$ cat src/hdl/mts_pkg.sv
// shared types and constants for the min tracking stack
package mts_pkg;

	localparam int VALUE_W = 32;
	localparam int OCC_W   = 9;
	localparam int OUT_W   = 80;

	localparam logic REQ_PUSH = 1'b0;
	localparam logic REQ_POP  = 1'b1;

	typedef enum logic [1:0] {
		ST_OK        = 2'd0,
		ST_OVERFLOW  = 2'd1,
		ST_UNDERFLOW = 2'd2
	} status_t;

	// commands from the controller to the datapath
	typedef struct packed {
		logic    push;
		logic    pop_deep;
		logic    pop_last;
		logic    load_top;
		logic    out_load;
		status_t status;
	} cmd_t;

	// stack status from the datapath to the controller
	typedef struct packed {
		logic empty;
		logic single;
		logic full;
	} stat_t;

endpackage

$ cat src/hdl/mts_ctrl.sv
// request controller: handshakes, sequencing of refills after pops
module mts_ctrl (
	input  logic           clk,
	input  logic           arst_n,
	input  logic           s_tvalid,
	output logic           s_tready,
	input  logic           s_tuser,
	output logic           m_tvalid,
	input  logic           m_tready,
	input  mts_pkg::stat_t stat,
	output mts_pkg::cmd_t  cmd
);

	typedef enum logic [1:0] {
		S_IDLE = 2'b01,
		S_LOAD = 2'b10
	} state_t;

	state_t state_q;
	state_t state_nxt;
	logic   m_valid_q;
	logic   accept;
	logic   is_push;

	assign s_tready = (state_q == S_IDLE) && (!m_valid_q || m_tready);
	assign accept   = s_tvalid && s_tready;
	assign is_push  = (s_tuser == mts_pkg::REQ_PUSH);
	assign m_tvalid = m_valid_q;

	always_comb begin
		cmd.push     = accept && is_push && !stat.full;
		cmd.pop_deep = accept && !is_push && !stat.empty && !stat.single;
		cmd.pop_last = accept && !is_push && stat.single;
		cmd.load_top = (state_q == S_LOAD);
		cmd.out_load = (accept && !cmd.pop_deep) || (state_q == S_LOAD);
		if (accept && is_push && stat.full) begin
			cmd.status = mts_pkg::ST_OVERFLOW;
		end else if (accept && !is_push && stat.empty) begin
			cmd.status = mts_pkg::ST_UNDERFLOW;
		end else begin
			cmd.status = mts_pkg::ST_OK;
		end
	end

	always_comb begin
		state_nxt = state_q;
		unique case (state_q)
			S_IDLE: begin
				if (cmd.pop_deep) begin
					state_nxt = S_LOAD;
				end
			end
			S_LOAD: begin
				state_nxt = S_IDLE;
			end
			default: begin
				state_nxt = S_IDLE;
			end
		endcase
	end

	always_ff @(posedge clk or negedge arst_n) begin
		if (!arst_n) begin
			state_q   <= S_IDLE;
			m_valid_q <= 1'b0;
		end else begin
			state_q <= state_nxt;
			if (cmd.out_load) begin
				m_valid_q <= 1'b1;
			end else if (m_tready) begin
				m_valid_q <= 1'b0;
			end
		end
	end

endmodule

$ cat config.mk
export PLATFORM = sky130hd
export DESIGN_NAME = mts_ctrl
export DESIGN_NICKNAME = d
export VERILOG_FILES = /design/src/hdl/mts_pkg.sv /design/src/hdl/mts_ctrl.sv
export SDC_FILE = /design/constraint.sdc
export NUM_CORES = 1
export LEC_CHECK = 0
export ABC_CLOCK_PERIOD_IN_PS = 3700
export BUFFER_PORTS_ARGS = -buffer_cell sky130_fd_sc_hd__buf_2
export CAP_MARGIN = 20
export CORE_AREA = 3 3 40 42
export DETAILED_ROUTE_END_ITERATION = 10
export DIE_AREA = 0 0 43 45
export GPL_ROUTABILITY_DRIVEN = 1
export PLACE_DENSITY = 0.49
export SYNTH_ARGS = -nofsm -noshare
export SYNTH_HDL_FRONTEND = slang
export SYNTH_SLANG_ARGS = --single-unit
export TNS_END_PERCENT = 5
$ cat constraint.sdc
create_clock -name clk -period 3.7 [get_ports clk]
set_input_delay 0.37 -clock clk [delete_from_list [all_inputs] [get_ports clk]]
set_output_delay 0.37 -clock clk [all_outputs]
set_load 0.005 [all_outputs]
==> impl_metrics.yaml, run 1 <==
placement:
  dp_slack_ns: 2.05
  finalWeightedCongestion: 0.610
  place_inst: 52
  hpwlAfterDp_um: 453
  io_buffers: 16
  place_area_um2: 295
outcome:
  status: "finished clean"
finish:
  final_common_cell: "buf_2"
  multiInputGateArea_um2: 116
  final_nets: 51
  syn2layout_area_growth_pct: 68.8
  stdcell_count: 57
  num_antenna_cells: 0
  layout-drive-gt1-share_pct: 54.8
  final_cell_mix: "16 x buf_2, 3 x nor3_1, 3 x clkbuf_4"
  seqCellArea_um2: 76.3
  utilization_pct: 25.8
  nFillCells: 154
  final_cell_area_um2: 332
clocking:
  worstSkewPairLatency_ns: 0.23
  cts_tree: "built"
  cts.sinks: 3
  cts_made_buffers: 3
  cts_buffer_depth: 2
  clock-root-buffer: "clkbuf_4"
  post_cts_buffers: 0
  post_cts_resized: 0
  clk_pin_slew_ns: 0.04
  h-tree-depth: 1
synth:
  synth_area_per_cell_um2: 9.35
  syn-cell-area_um2: 196
  synth_top_area_share_pct: 25.5
  netlist_instances: 21
  synth_area_leaders: "dfrtp_1 25%, dfstp_2 13%, a41oi_2 8.3%, nor3_1 7.6%, and3_2 7.6%"
  ys_ff_latch: 3
  yosys_warnings: 0
  synth_nets: 29
  synth-seq-area-share_pct: 38.9
  synth_cell_type_count: 17
  synth.largest_area_cell: "dfrtp_1"
global_routing:
  antenna_found_initial: 0
  grt_pass1_vias: 228
  grt_overflow: 0
  grt_pass1_wl_um: 897
  grt_max_degree: 7
  grtUsageTotal_pct: 6.59
floorplanning:
  io_pins: 17
  rows: 13
  dieArea_um2: 1940
  coreArea_um2: 1280
  initial_utilization_pct: 15.3
  die_y_um: 45
  fp.dieW_um: 43
setup_path:
  path_delay_family: "simple AND/OR/NAND/NOR gates"
  path_class: "reg -> out"
  worstPathMaxFanout: 5
  cp.buffers_inverters: 1
  cpPeakStageDelay_ns: 0.51
  endpoint_kind: "primary output"
  crit_required_ns: 3.33
  cp.arrival_ns: 1.40
  path_cells: "and2b_1 -> and3_1 -> and3_2 -> buf_2"
  crit_path_top_delay_cell: "dfstp_2"
  start_kind: "flip-flop"
  reg2reg_setup_slack_ns: 2.42
power_and_ir_drop:
  cellPowerDensity_nw_per_um2: 353
  total_power_mw: 0.117
  peakVddDrop_mv: 0.0903
  leakagePower_nw: 0.174
timing:
  hold_viol: 0
  slew_viol_final: 0
  setup_viol: 0
  tns_ns: 0
  fmax_mhz: 566
  slew_headroom_pct: 85.5
  fin_crit_ns: 1.77
  fin_skew_ns: 0.00160
  period_share_pct: 47.7
  hold_slack_ns: 0.359
  final.setup.worst_slack_ns: 1.93
  rsz0062_at_grt: "false"
  worst_slew_pin_slew_ns: 0.217
routing:
  routedWlPerCell_um: 9.00
  ant_nets: 0
  drcViolationCount: 0
  drtIter0Drc: 0
  vias: 226
  drt_pass1_iterations: 1
  routed_wl_um: 513
  viasPerCell: 3.96
hold_path:
  hp-class: "in -> reg"
job:
  cap_violations: 0
[Yosys cell counts, drive strengths merged]
master  n
a41oi   1
and2    1
and2b   1
and3    3
dfrtp   2
dfstp   1
inv     1
nand2   1
nand2b  1
nand3   1
nand4   1
nor2b   1
nor3    3
nor3b   1
or3     1
or3b    1
[path summary, 6_finish.rpt]
check | from | end | depth (start not counted)
setup reg to reg | state_q[0]$_DFFE_PN1P_ | state_q[0]$_DFFE_PN1P_ | 3
max in group asynchronous | arst_n | state_q[0]$_DFFE_PN1P_ | 2
hold reg to reg | m_tvalid$_DFFE_PN0P_ | m_tvalid$_DFFE_PN0P_ | 2
hold / removal | stat[1] | state_q[1]$_DFFE_PN0P_ | 2
setup / recovery | state_q[0]$_DFFE_PN1P_ | cmd[4] | 4
min in group asynchronous | arst_n | m_tvalid$_DFFE_PN0P_ | 2
[per-layer routing]
layer | vias up | wire, um | GRT usage [%]
li1 | 119 | - | -
met4 | 0 | 0 | 5.42
met3 | 0 | 17 | 2.79
met5 | - | 0 | 0
met1 | 105 | 159 | 6.07
met2 | 2 | 336 | 11.4
[logic make-up after synthesis]
logic type / synth area share [%]
compound gates: 8.28
buf+inv: 1.91
flops: 38.9
simple gates: 51.0
[report_power, final]
group | internal, mW | switching [mW] | total [mW]
sequential | 0.0353 | 0.000944 | 0.0363
clock | 0.0403 | 0.0156 | 0.0560
combinational | 0.0128 | 0.0120 | 0.0248
[layout make-up]
type	instances	area share, %
Tap cell	15	5.66
Inverter	1	1.13
Timing Repair Buffer	17	27.2
Sequential cell	3	23.0
Multi-Input combinational cell	17	35.1
Clock buffer	4	7.92
[sequential cells by signal (all words and copies together) (netlist names)]
name and cells:
m_tvalid 1, state_q 2
[timing repair]
| item | in CTS | in global routing |
|---|---|---|
| hold buffers | 1 | 0 |
| endpoints found under the hold margin | 2 | 0 |
| endpoints found under the setup margin | 0 | 0 |
No activity file was read; power rests on OpenSTA's default activity.
==> run 2, diff against run 1 <==
--- a/config.mk
+++ b/config.mk
@@ -5,14 +5,14 @@
 export SDC_FILE = /design/constraint.sdc
 export NUM_CORES = 1
 export LEC_CHECK = 0
-export ABC_CLOCK_PERIOD_IN_PS = 3700
+export ABC_CLOCK_PERIOD_IN_PS = 1500
 export BUFFER_PORTS_ARGS = -buffer_cell sky130_fd_sc_hd__buf_2
 export CAP_MARGIN = 20
 export CORE_AREA = 3 3 40 42
 export DETAILED_ROUTE_END_ITERATION = 10
 export DIE_AREA = 0 0 43 45
 export GPL_ROUTABILITY_DRIVEN = 1
-export PLACE_DENSITY = 0.49
+export PLACE_DENSITY = 0.5
 export SYNTH_ARGS = -nofsm -noshare
 export SYNTH_HDL_FRONTEND = slang
 export SYNTH_SLANG_ARGS = --single-unit
==> constraint.sdc (replaced) <==
create_clock -name clk -period 1.5 [get_ports clk]
set_input_delay 0.15 -clock clk [delete_from_list [all_inputs] [get_ports clk]]
set_output_delay 0.15 -clock clk [all_outputs]
set_load 0.005 [all_outputs]
==> run 2 against run 1 <==
- the run now ends with negative setup slack left
- core utilization increased by 1.4 points
- critical path depth unchanged
- non-clock buffer count unchanged
- largest power group unchanged
- flip-flop and latch count unchanged
- combinational power increased to 2.7 times the previous value
- critical path type unchanged
- sequential power increased by 150%
- cell count unchanged
- largest cell class unchanged
- first-iteration DRC count increased by 1
- register-to-register slack got worse by 2.2 ns
- highest routed layer unchanged
==> impl_metrics.yaml, run 2 (same netlist as run 1, synthesis figures left out) <==
clocking:
  h-tree-depth: 1
  cts_made_buffers: 3
  clk_pin_slew_ns: 0.04
  clock-root-buffer: "clkbuf_4"
  cts_tree: "built"
  post_cts_buffers: 0
  worstSkewPairLatency_ns: 0.23
  cts.sinks: 3
  cts_buffer_depth: 2
routing:
  drt_pass1_iterations: 2
  routed_wl_um: 553
  drtIter0Drc: 1
  vias: 239
  ant_nets: 0
  viasPerCell: 4.19
  routedWlPerCell_um: 9.70
  drcViolationCount: 0
setup_path:
  path_cells: "and2b_2 -> and3_4 -> and3_2 -> buf_6"
  path_delay_family: "simple AND/OR/NAND/NOR gates"
  reg2reg_setup_slack_ns: 0.24
  crit_required_ns: 1.35
  path_class: "reg -> out"
  endpoint_kind: "primary output"
  cpPeakStageDelay_ns: 0.51
  cp.buffers_inverters: 1
  worst-r2r-cell-count: 3
  r2r_end: "state_q[0]$_DFFE_PN1P_"
  crit_path_top_delay_cell: "dfstp_2"
  worstPathMaxFanout: 5
  start_kind: "flip-flop"
  cp.arrival_ns: 1.38
  r2r_start: "state_q[0]$_DFFE_PN1P_"
finish:
  num_antenna_cells: 0
  final_nets: 51
  layout-drive-gt1-share_pct: 61.9
  syn2layout_area_growth_pct: 77.7
  final_common_cell: "buf_2"
  largest_reg_flops: 2
  stdcell_count: 57
  nFillCells: 157
  final_cell_mix: "15 x buf_2, 3 x nor3_1, 3 x clkbuf_4"
  regMostFlops: "state_q"
  final_cell_area_um2: 349
timing:
  hold_viol: 0
  fmax_mhz: 656
  hold_slack_ns: 0.134
  setup_viol: 3
  tns_ns: -0.0602
  rsz0062_at_grt: "true"
  final.setup.worst_slack_ns: -0.0251
  slew_viol_final: 0
  period_share_pct: 102
  worst_slew_pin_slew_ns: 0.208
  fin_skew_ns: 0.00120
  fin_crit_ns: 1.53
  slew_headroom_pct: 86.1
floorplanning:
  coreArea_um2: 1280
  rows: 13
  die_y_um: 45
  io_pins: 17
  dieArea_um2: 1940
  fp.dieW_um: 43
  initial_utilization_pct: 15.3
power_and_ir_drop:
  cellPowerDensity_nw_per_um2: 841
  total_power_mw: 0.294
  leakagePower_nw: 0.176
  peakVddDrop_mv: 0.333
hold_path:
  min_path_cells: 2
  worst_hold_startpoint: "stat[1]"
  hp-class: "in -> reg"
  holdPathEnd: "state_q[1]$_DFFE_PN0P_"
global_routing:
  grt_pass1_vias: 216
  grtUsageTotal_pct: 6.01
  met2_usage_pct: 7.19
  busiest_layer: "met1"
  grt_overflow: 0
  grt_pass1_wl_um: 821
  antenna_found_initial: 0
  use_met3_pct: 1.99
  grt_max_degree: 7
  use_met1_pct: 7.51
placement:
  hpwlAfterDp_um: 471
  place_inst: 52
  place_area_um2: 295
  finalWeightedCongestion: 0.666
  io_buffers: 16
job:
  cap_violations: 0
outcome:
  status: "finished, violations left"
  violations: "negative setup slack"
## run 2: cell count changes in the layout (fill, tap and decap cells not counted)
cell / delta
and2b_1: -1
and2b_2: +1
and3_1: -1
and3_4: +1
buf_2: -1
buf_6: +1
nor3b_1: -1
nor3b_2: +1
## run 2: per-stage QoR
stage	setup WS [ns]	utilization, %
after floorplan	0.295	-
after CTS	-0.0343	25.9
after global placement	0.202	23.0
after global routing	-0.103	27.2
after detailed placement	0.187	23.0
final	-0.0251	27.2
## run 2: worst reg2reg max path: cells and delay by family, from the launching register on
| kind | cells | cell delay [ns] |
|---|---|---|
| simple gates | 3 | 0.66 |
| flops | 1 | 0.51 |
## run 2: power breakdown
part           total (mW)  switching [mW]  leakage [nW]  internal [mW]
logic              0.0674          0.0316         0.125         0.0358
clock network       0.137          0.0375        0.0150         0.0994
registers          0.0894         0.00223        0.0361         0.0871
## run 2: worst max-delay path by stage
stage | startpoint | to | slack [ns] | cells after the start
global route | state_q[0]$_DFFE_PN1P_ | cmd[0] | -0.10 | 4
CTS | state_q[0]$_DFFE_PN1P_ | cmd[4] | -0.03 | 4
global placement | state_q[0]$_DFFE_PN1P_ | cmd[1] | 0.20 | 4
floorplan | state_q[0]$_DFFE_PN1P_ | state_q[0]$_DFFE_PN1P_ | 0.30 | 3
detailed placement | state_q[0]$_DFFE_PN1P_ | cmd[4] | 0.19 | 4
finish | state_q[0]$_DFFE_PN1P_ | cmd[4] | -0.03 | 4
## run 2: layout make-up
| cell class | count | area (um^2) | area share (%) |
|---|---|---|---|
| clock buffer | 4 | 26.3 | 7.53 |
| multi-input combinational | 17 | 128 | 36.6 |
| sequential | 3 | 76.3 | 21.9 |
| tap | 15 | 18.8 | 5.38 |
| timing repair buffer | 17 | 96.3 | 27.6 |
| inverter | 1 | 3.75 | 1.08 |
## run 2: layer usage
layer / wire (um) / part of all wire, % / vias to the layer above
met1: 234 / 42 / 105
met5: 0 / 0 / -
met3: 78 / 14 / 0
met4: 0 / 0 / 0
met2: 240 / 43 / 15
li1: - / - / 119
## run 2: timing repair
action | CTS | global route
hold endpoints to repair | 3 | 0
pin swaps | 0 | 1
hold buffers | 1 | 0
resized for setup | 1 | 3
endpoints found under the setup margin | 5 | 5
